## src/hdl/hcmm_pkg.sv

```systemverilog
package hcmm_pkg;

  localparam int CART_BANKS = 4;
  localparam int WORK_BANKS = 7;

  localparam int VRAM_BASE  = 0;
  localparam int CART_BASE  = VRAM_BASE + 2 * 8192;
  localparam int WLOW_BASE  = CART_BASE + CART_BANKS * 8192;
  localparam int WHIGH_BASE = WLOW_BASE + 4096;
  localparam int OAM_BASE   = WHIGH_BASE + WORK_BANKS * 4096;
  localparam int DMEM_DEPTH = OAM_BASE + 160;
  localparam int DMEM_AW    = $clog2(DMEM_DEPTH);

  localparam logic [2:0] CART_NO_BANK = 3'd4;

  localparam logic [7:0] IO_JOYP = 8'h00;
  localparam logic [7:0] IO_DIV  = 8'h04;
  localparam logic [7:0] IO_TAC  = 8'h07;
  localparam logic [7:0] IO_IF   = 8'h0F;
  localparam logic [7:0] IO_LCDC = 8'h40;
  localparam logic [7:0] IO_STAT = 8'h41;
  localparam logic [7:0] IO_LY   = 8'h44;
  localparam logic [7:0] IO_DMA  = 8'h46;

  localparam logic [7:0] LCDC_RESET = 8'h91;
  localparam logic [7:0] TAC_FILL   = 8'd248;
  localparam logic [7:0] IF_FILL    = 8'hE0;
  localparam logic [7:0] DMA_LIMIT  = 8'hE0;

  localparam logic [1:0] MODE_HBLANK = 2'd0;
  localparam logic [1:0] MODE_VBLANK = 2'd1;
  localparam logic [1:0] MODE_XFER   = 2'd3;

  localparam logic [1:0] LCD_EV_NONE = 2'd0;
  localparam logic [1:0] LCD_EV_OFF  = 2'd1;
  localparam logic [1:0] LCD_EV_ON   = 2'd2;

  typedef enum logic [2:0] {
    CFG_ROM_BANK   = 3'd0,
    CFG_VIDEO_BANK = 3'd1,
    CFG_CART_EN    = 3'd2,
    CFG_CART_SEL   = 3'd3,
    CFG_WORK_BANK  = 3'd4
  } cfg_index_e;

  typedef enum logic [1:0] {
    SRC_IMM  = 2'd0,
    SRC_DMEM = 2'd1,
    SRC_IO   = 2'd2
  } rd_src_e;

  typedef struct packed {
    logic       we;
    logic       re;
    logic [7:0] off;
    logic [7:0] wdata;
  } io_req_t;

  function automatic logic [7:0] io_reset_value(logic [7:0] off);
    logic [7:0] v;
    v = 8'h00;
    case (off)
      8'h10: v = 8'h80;
      8'h11: v = 8'hBF;
      8'h12: v = 8'hF3;
      8'h14: v = 8'hBF;
      8'h16: v = 8'h3F;
      8'h19: v = 8'hBF;
      8'h1A: v = 8'h7F;
      8'h1B: v = 8'hFF;
      8'h1C: v = 8'h9F;
      8'h1E: v = 8'hBF;
      8'h20: v = 8'hFF;
      8'h23: v = 8'hBF;
      8'h24: v = 8'h77;
      8'h25: v = 8'hF3;
      8'h26: v = 8'hF1;
      8'h40: v = 8'h91;
      8'h47: v = 8'hFC;
      8'h48: v = 8'hFF;
      8'h49: v = 8'hFF;
      8'h03, 8'h08, 8'h09, 8'h0A, 8'h0B, 8'h0C, 8'h0D, 8'h0E,
      8'h15, 8'h1F, 8'h27, 8'h28, 8'h29: v = 8'hFF;
      default: v = 8'h00;
    endcase
    return v;
  endfunction

endpackage

```

## src/hdl/hcmm_io_file.sv

```systemverilog
module hcmm_io_file
  import hcmm_pkg::*;
(
  input  logic       clk_i,
  input  logic       rst_ni,
  input  io_req_t    req_i,
  output logic [7:0] rdata_o
);

  logic [7:0]   mem [256];
  logic [255:0] valid_q;
  logic [7:0]   rd_q;
  logic         rd_valid_q;
  logic [7:0]   rd_off_q;

  always_ff @(posedge clk_i) begin
    if (req_i.we) begin
      mem[req_i.off] <= req_i.wdata;
    end
    if (req_i.re) begin
      rd_q     <= mem[req_i.off];
      rd_off_q <= req_i.off;
    end
  end

  always_ff @(posedge clk_i or negedge rst_ni) begin
    if (!rst_ni) begin
      valid_q    <= '0;
      rd_valid_q <= 1'b0;
    end else begin
      if (req_i.we) begin
        valid_q[req_i.off] <= 1'b1;
      end
      if (req_i.re) begin
        rd_valid_q <= valid_q[req_i.off];
      end
    end
  end

  assign rdata_o = rd_valid_q ? rd_q : io_reset_value(rd_off_q);

endmodule

```

## config.mk

```make
export PLATFORM = sky130hd
export DESIGN_NAME = hcmm_io_file
export DESIGN_NICKNAME = d
export VERILOG_FILES = /design/src/hdl/hcmm_pkg.sv /design/src/hdl/hcmm_io_file.sv
export SDC_FILE = /design/constraint.sdc
export NUM_CORES = 2
export LEC_CHECK = 0
export BUFFER_PORTS_ARGS = -buffer_cell sky130_fd_sc_hd__buf_4
export CORE_MARGIN = 8
export CORE_UTILIZATION = 50
export CTS_CLUSTER_DIAMETER = 60
export DETAILED_ROUTE_END_ITERATION = 10
export PLACE_DENSITY_LB_ADDON = 0.1
export SLEW_MARGIN = 10
export SYNTH_ARGS = -nofsm -noshare
export SYNTH_HDL_FRONTEND = slang
export SYNTH_SLANG_ARGS = --single-unit
```

## constraint.sdc

```tcl
create_clock -name clk_i -period 2.35 [get_ports clk_i]
set_input_delay 0 -clock clk_i [delete_from_list [all_inputs] [get_ports clk_i]]
set_output_delay 0 -clock clk_i [all_outputs]
set_load 0.05 [all_outputs]
```

[Yosys cells after proc, flatten, opt, wreduce, memory -nomap -nowiden]
Memory sizes are Yosys's and may differ from the RTL's. A register that Yosys moved wholly into a read port is not among the register bits.
Index checks and enable logic that the tools add are counted.
W data, S select, Z words.
Word-level totals
  register bits after elaboration: 265
  RAM bits: 2048
  bits in read-only memories: 1024
  input port bits: 20
  output and inout port bits: 8
  memories: 2
Memories
  mem: depth 256, width 8, rd ports 1, clocked after Yosys merged registers in 1, write ports 1, line hcmm_io_file.sv:10  | logic [7:0] mem [256];
  (name not given): depth 128, width 8, rd ports 1, clocked after Yosys merged registers in 1, write ports 0, line hcmm_pkg.sv:62  | case (off)
Operators by class
  order comparisons: 2
  muxes and demuxes: 9
  bitwise gates (word level): 1
  reductions and logical operators: 1
Operators by type and width (count)
  $or A256 B256 Y256: 1
  $mux W8: 2
  $lt A8 B9 Y1 const B: 1
  $bmux W1 S8: 1
  $demux W1 S8: 1
  $ge A8 B1 Y1 const B: 1
  $mux W7: 1
  $mux W1: 4
  $logic_and A1 B1 Y1: 1

[Longest topological paths before layout]
  word-level depth: 5
  gate-level depth with buffers: 14

[Worst setup path after synthesis]
Ideal clock, no wire load.
  kind: input to register
  from: in req_i[8] in the netlist's numbering
  to: reg (tool-made name)
  library setup time: 113 ps
  arrival time: 2525 ps
  required time: 2237 ps
  setup slack: -288 ps
  stages on the path: 14
  path buffers: 5
  path through: buf_2 > buf_6 > buf_4 > buf_4 > buf_2 > mux2i_1 > inv_1 > ha_1 > mux4_2 > nor2b_1 > o21ai_0 > o21ai_0 > nand2_1 > nand2_1
RTL lines
  from (decl): line hcmm_io_file.sv:6  | input io_req_t req_i,

==> reports/metrics.yaml <==
nNetsFinal: 5007
maxCapViolCount: 0
synth-async-reset-ratio_pct: 11.03
dr.pass1.iters: 5
timing.critical_path.buf_inv: 0
setup-violations-final: 12
critPathCaptureType: "register"
antenna_found_initial: 9
ir_worst_vdd_mv: 0.7642
first_pass_grt_wire_length_microns: 344300
timing.critical_path.from_type: "register"
globalRoute.totalOverflow: 0
power_frac_seq_pct: 51.4
relative_contribution_of_the_clock_network_to_total_power_pct: 42.1
worst_slew_pin_slew_ns: 1.101
final_clock_skew_ns: 0.07056
grt_max_degree: 101
final.hold.worst_slack_ns: 0.1387
area_of_the_mapped_netlist_sq_mm: 0.09048
depth_of_the_cts_h_tree: 4
timing.critical_path.fanout_max: 1
ctsRootBufferMaster: "sky130_fd_sc_hd__clkbuf_16"
drive_above_1_share_pct: 42.63
worstPathCellList: "mux4_2 -> mux4_2 -> a32oi_1 -> nand3_1 -> a211oi_2 -> nand3_2 -> a211o_1"
clk_pin_slew_ns: 0.06
max_freq_mhz: 380.9
final_util_pct: 60.30
failed_checks: "negative setup slack"
numClockSinks: 2329
drt_wl_total_microns: 237600
vias_per_cell: 6.007
critical_path_max_stage_delay_ns: 0.62
worst-setup-path-type: "reg2reg"
multi_input_combinational_cell_area_sq_mm: 0.02132
max-clock-path-buffers: 3
avgSynthCellArea_sq_um: 21.75
via_count: 45430
ys_dominant_reg_cell: "sky130_fd_sc_hd__edfxtp_1"
power_switching_share_pct: 21.56
path_delay_family: "multiplexers"
yosys.cell_types.count: 53
finalCriticalPeriod_ns: 2.625
report.final.hold_viol_count: 0
path_common_cell: "sky130_fd_sc_hd__mux4_2"
placement_rows: 156
area_growth_pct: 20.21
filler_cell_count: 12900
synth.net_count: 4186
initialDrtViolationCount: 4852
clock_insertion_delay_worst_skew_ns: 0.89
post_synth_inst_count: 4159
antenna_left: 0
dpl_worst_slack_ns: -0.8400
min_period_over_period_pct: 111.7
dp.final_hpwl_microns: 155700
dieArea_sq_mm: 0.1948
rsz0062_at_grt: "yes"
ios: 28
io_buffer_count: 27
core-area_sq_mm: 0.1804
gpl.final_weighted_congestion: 0.8614
number_of_buffers_added_by_the_clock_tree_synthesis_step: 236
die_width_microns: 441.4
leading_cell_type_by_number_of_instances_after_synthesis: "sky130_fd_sc_hd__edfxtp_1"
post_synth_main_area_contributors: "sky130_fd_sc_hd__edfxtp_1 (69%), sky130_fd_sc_hd__mux4_2 (17%), sky130_fd_sc_hd__dfrtp_1 (7.1%)"
cp_data_required_time_ns: 2.96
yosysWarnings: 0
floorplan.initialDensity_pct: 50.17
setup.reg_to_reg.worst_slack_ns: -0.28
worst_slew_margin_rel_pct: 26.45
crit_arrival_ns: 3.24
drc_errors: 0
synth_top_cell_area_share_pct: 68.50
drv_slew: 0
comb_power_share_pct: 6.5
synth_commonest_cells: "sky130_fd_sc_hd__edfxtp_1 (2,064), sky130_fd_sc_hd__mux4_2 (698), sky130_fd_sc_hd__nor2_1 (275)"
power.internal_mw: 69.93
timing.critical_path.slowest_stage_cell: "sky130_fd_sc_hd__mux4_2"
grtUsageTotal_pct: 24.64
post-synth-top-area-cell: "sky130_fd_sc_hd__edfxtp_1"
power-per-cell-area_mw_per_mm2: 819.7
synth.ff_latch_count: 2329
post_cts.repair.setup_buffers: 0
total_switching_power_mw: 19.22
power.static_leakage_nw: 37.85
first_global_vias: 46630
die_y_microns: 441.4
worst_hold_path_type: "in2reg"
ys_seq_area_share_pct: 75.79
wl_per_cell_microns: 31.42
seq_area_sq_mm: 0.06857
cts_tree: "done"
run_status: "finished with violations"
final_critical_path_setup_slack_ns: -0.2754
number_of_flops_mapped_to_enable_cells_by_yosys: 2064
-- state kept, by name, indices dropped and copies added (netlist names), named ones only --
name and count:
mem 2048, rd_q 8, rd_off_q 8, rd_valid_q 1
valid_q 256
-- path summary, 6_finish.rpt --
path | from | to | cells past startpoint
max | mem[31][3]$_DFFE_PP_ | rd_q[3]$_DFFE_PP_ | 7
min | req_i[13] | rd_off_q[5]$_DFFE_PP_ | 3
max reg2reg | mem[31][3]$_DFFE_PP_ | rd_q[3]$_DFFE_PP_ | 7
min reg2reg | valid_q[127]$_DFFE_PN0P_ | valid_q[127]$_DFFE_PN0P_ | 1
max in group asynchronous | rst_ni | valid_q[113]$_DFFE_PN0P_ | 4
min in group asynchronous | rst_ni | valid_q[231]$_DFFE_PN0P_ | 4
-- cell type report --
cell class | instances | share of cell area, %
Antenna cell | 1 | 0.002301
Clock buffer | 331 | 5.988
Clock inverter | 118 | 1.232
Inverter | 5 | 0.01726
Multi-Input combinational cell | 1598 | 19.61
Sequential cell | 2329 | 63.05
Tap cell | 2370 | 2.727
Timing Repair Buffer | 810 | 7.378
-- stage by stage --
step,instances,setup TNS [ns],power (mW),instance area (sq um)
after floorplan,4159,-41.88,49.44,90950
after global placement,7093,-50.00,52.31,100500
after detailed placement,7093,-66.01,52.38,100500
after CTS,7561,-1.212,89.88,108700
after global routing,7562,-1.566,91.71,108800
final,7562,-1.332,89.15,108800
-- cells by family (layout without fill, tap and decap cells) --
family / after synthesis / after routing / synth area share (%)
AOI/OAI and AO/OA: 137 / 137 / 1.068
muxes: 753 / 753 / 18.00
and+or+nand+nor: 701 / 701 / 3.853
other: 0 / 1 / 0
DFF: 2329 / 2329 / 75.79
buffers and inverters: 232 / 1264 / 1.198
adders and majority gates: 7 / 7 / 0.09680
-- cells in the final DEF, fill, tap and decap left out, types with 6 or more instances in the layout --
master / instances
sky130_fd_sc_hd__edfxtp_1: 2064
sky130_fd_sc_hd__mux4_2: 698
sky130_fd_sc_hd__buf_4: 633
sky130_fd_sc_hd__or2_2: 258
sky130_fd_sc_hd__dfrtp_1: 257
sky130_fd_sc_hd__clkbuf_16: 236
sky130_fd_sc_hd__nor2_1: 215
sky130_fd_sc_hd__buf_12: 142
sky130_fd_sc_hd__clkbuf_1: 70
sky130_fd_sc_hd__nand2_1: 59
sky130_fd_sc_hd__clkinv_2: 43
sky130_fd_sc_hd__nor2_2: 42
sky130_fd_sc_hd__mux2i_1: 41
sky130_fd_sc_hd__nand3_1: 29
sky130_fd_sc_hd__clkbuf_8: 29
sky130_fd_sc_hd__clkinv_1: 27
sky130_fd_sc_hd__bufinv_16: 22
sky130_fd_sc_hd__o21ai_0: 21
sky130_fd_sc_hd__dlygate4sd3_1: 20
sky130_fd_sc_hd__a22oi_1: 19
sky130_fd_sc_hd__nor2_4: 18
sky130_fd_sc_hd__nor2b_1: 17
sky130_fd_sc_hd__nand4_1: 17
sky130_fd_sc_hd__a21oi_1: 16
sky130_fd_sc_hd__a22o_1: 12
sky130_fd_sc_hd__nand3_2: 12
sky130_fd_sc_hd__a31oi_1: 9
sky130_fd_sc_hd__mux2_2: 9
sky130_fd_sc_hd__buf_8: 9
sky130_fd_sc_hd__dfxtp_1: 8
sky130_fd_sc_hd__nand2b_1: 7
sky130_fd_sc_hd__ha_1: 7
sky130_fd_sc_hd__inv_6: 7
sky130_fd_sc_hd__o22ai_1: 6
sky130_fd_sc_hd__o211ai_1: 6
-- per-layer routing --
metal / share of wire (%) / wire length, microns / GRT usage [%] / vias up
met5: 0.0029 / 7 / 0 / -
met4: 3.2 / 7609 / 7.343 / 2
met3: 6.5 / 15560 / 4.059 / 364
met2: 48 / 114000 / 39.23 / 1615
met1: 42 / 100400 / 35.66 / 24600
li1: - / - / - / 18850
-- worst register-to-register path, cell delays in order, from the launching register on --
cell,delay [ns]
sky130_fd_sc_hd__edfxtp_1,0.36
sky130_fd_sc_hd__mux4_2,0.49
sky130_fd_sc_hd__mux4_2,0.62
sky130_fd_sc_hd__a32oi_1,0.23
sky130_fd_sc_hd__nand3_1,0.13
sky130_fd_sc_hd__a211oi_2,0.18
sky130_fd_sc_hd__nand3_2,0.12
sky130_fd_sc_hd__a211o_1,0.24
-- power groups by stage --
| stage | Clock [mW] | Sequential [mW] | Combinational, mW |
|---|---|---|---|
| 2_1_floorplan | 0 | 46.5 | 2.89 |
| 3_3_place_gp | 0 | 46.6 | 5.70 |
| 3_5_place_dp | 0 | 46.6 | 5.75 |
| 4_1_cts | 38.3 | 45.8 | 5.85 |
| 5_1_grt | 39.8 | 45.8 | 6.10 |
| 6_report | 37.6 | 45.8 | 5.79 |
-- timing repair --
item / in CTS / in global routing
hold buffers: 21 / 0
pin swaps: 11 / 4
setup endpoints to repair: 16 / 11
resized for setup: 31 / 7
hold endpoints to repair: 2014 / 0
Power figures use the tool's default switching activity.
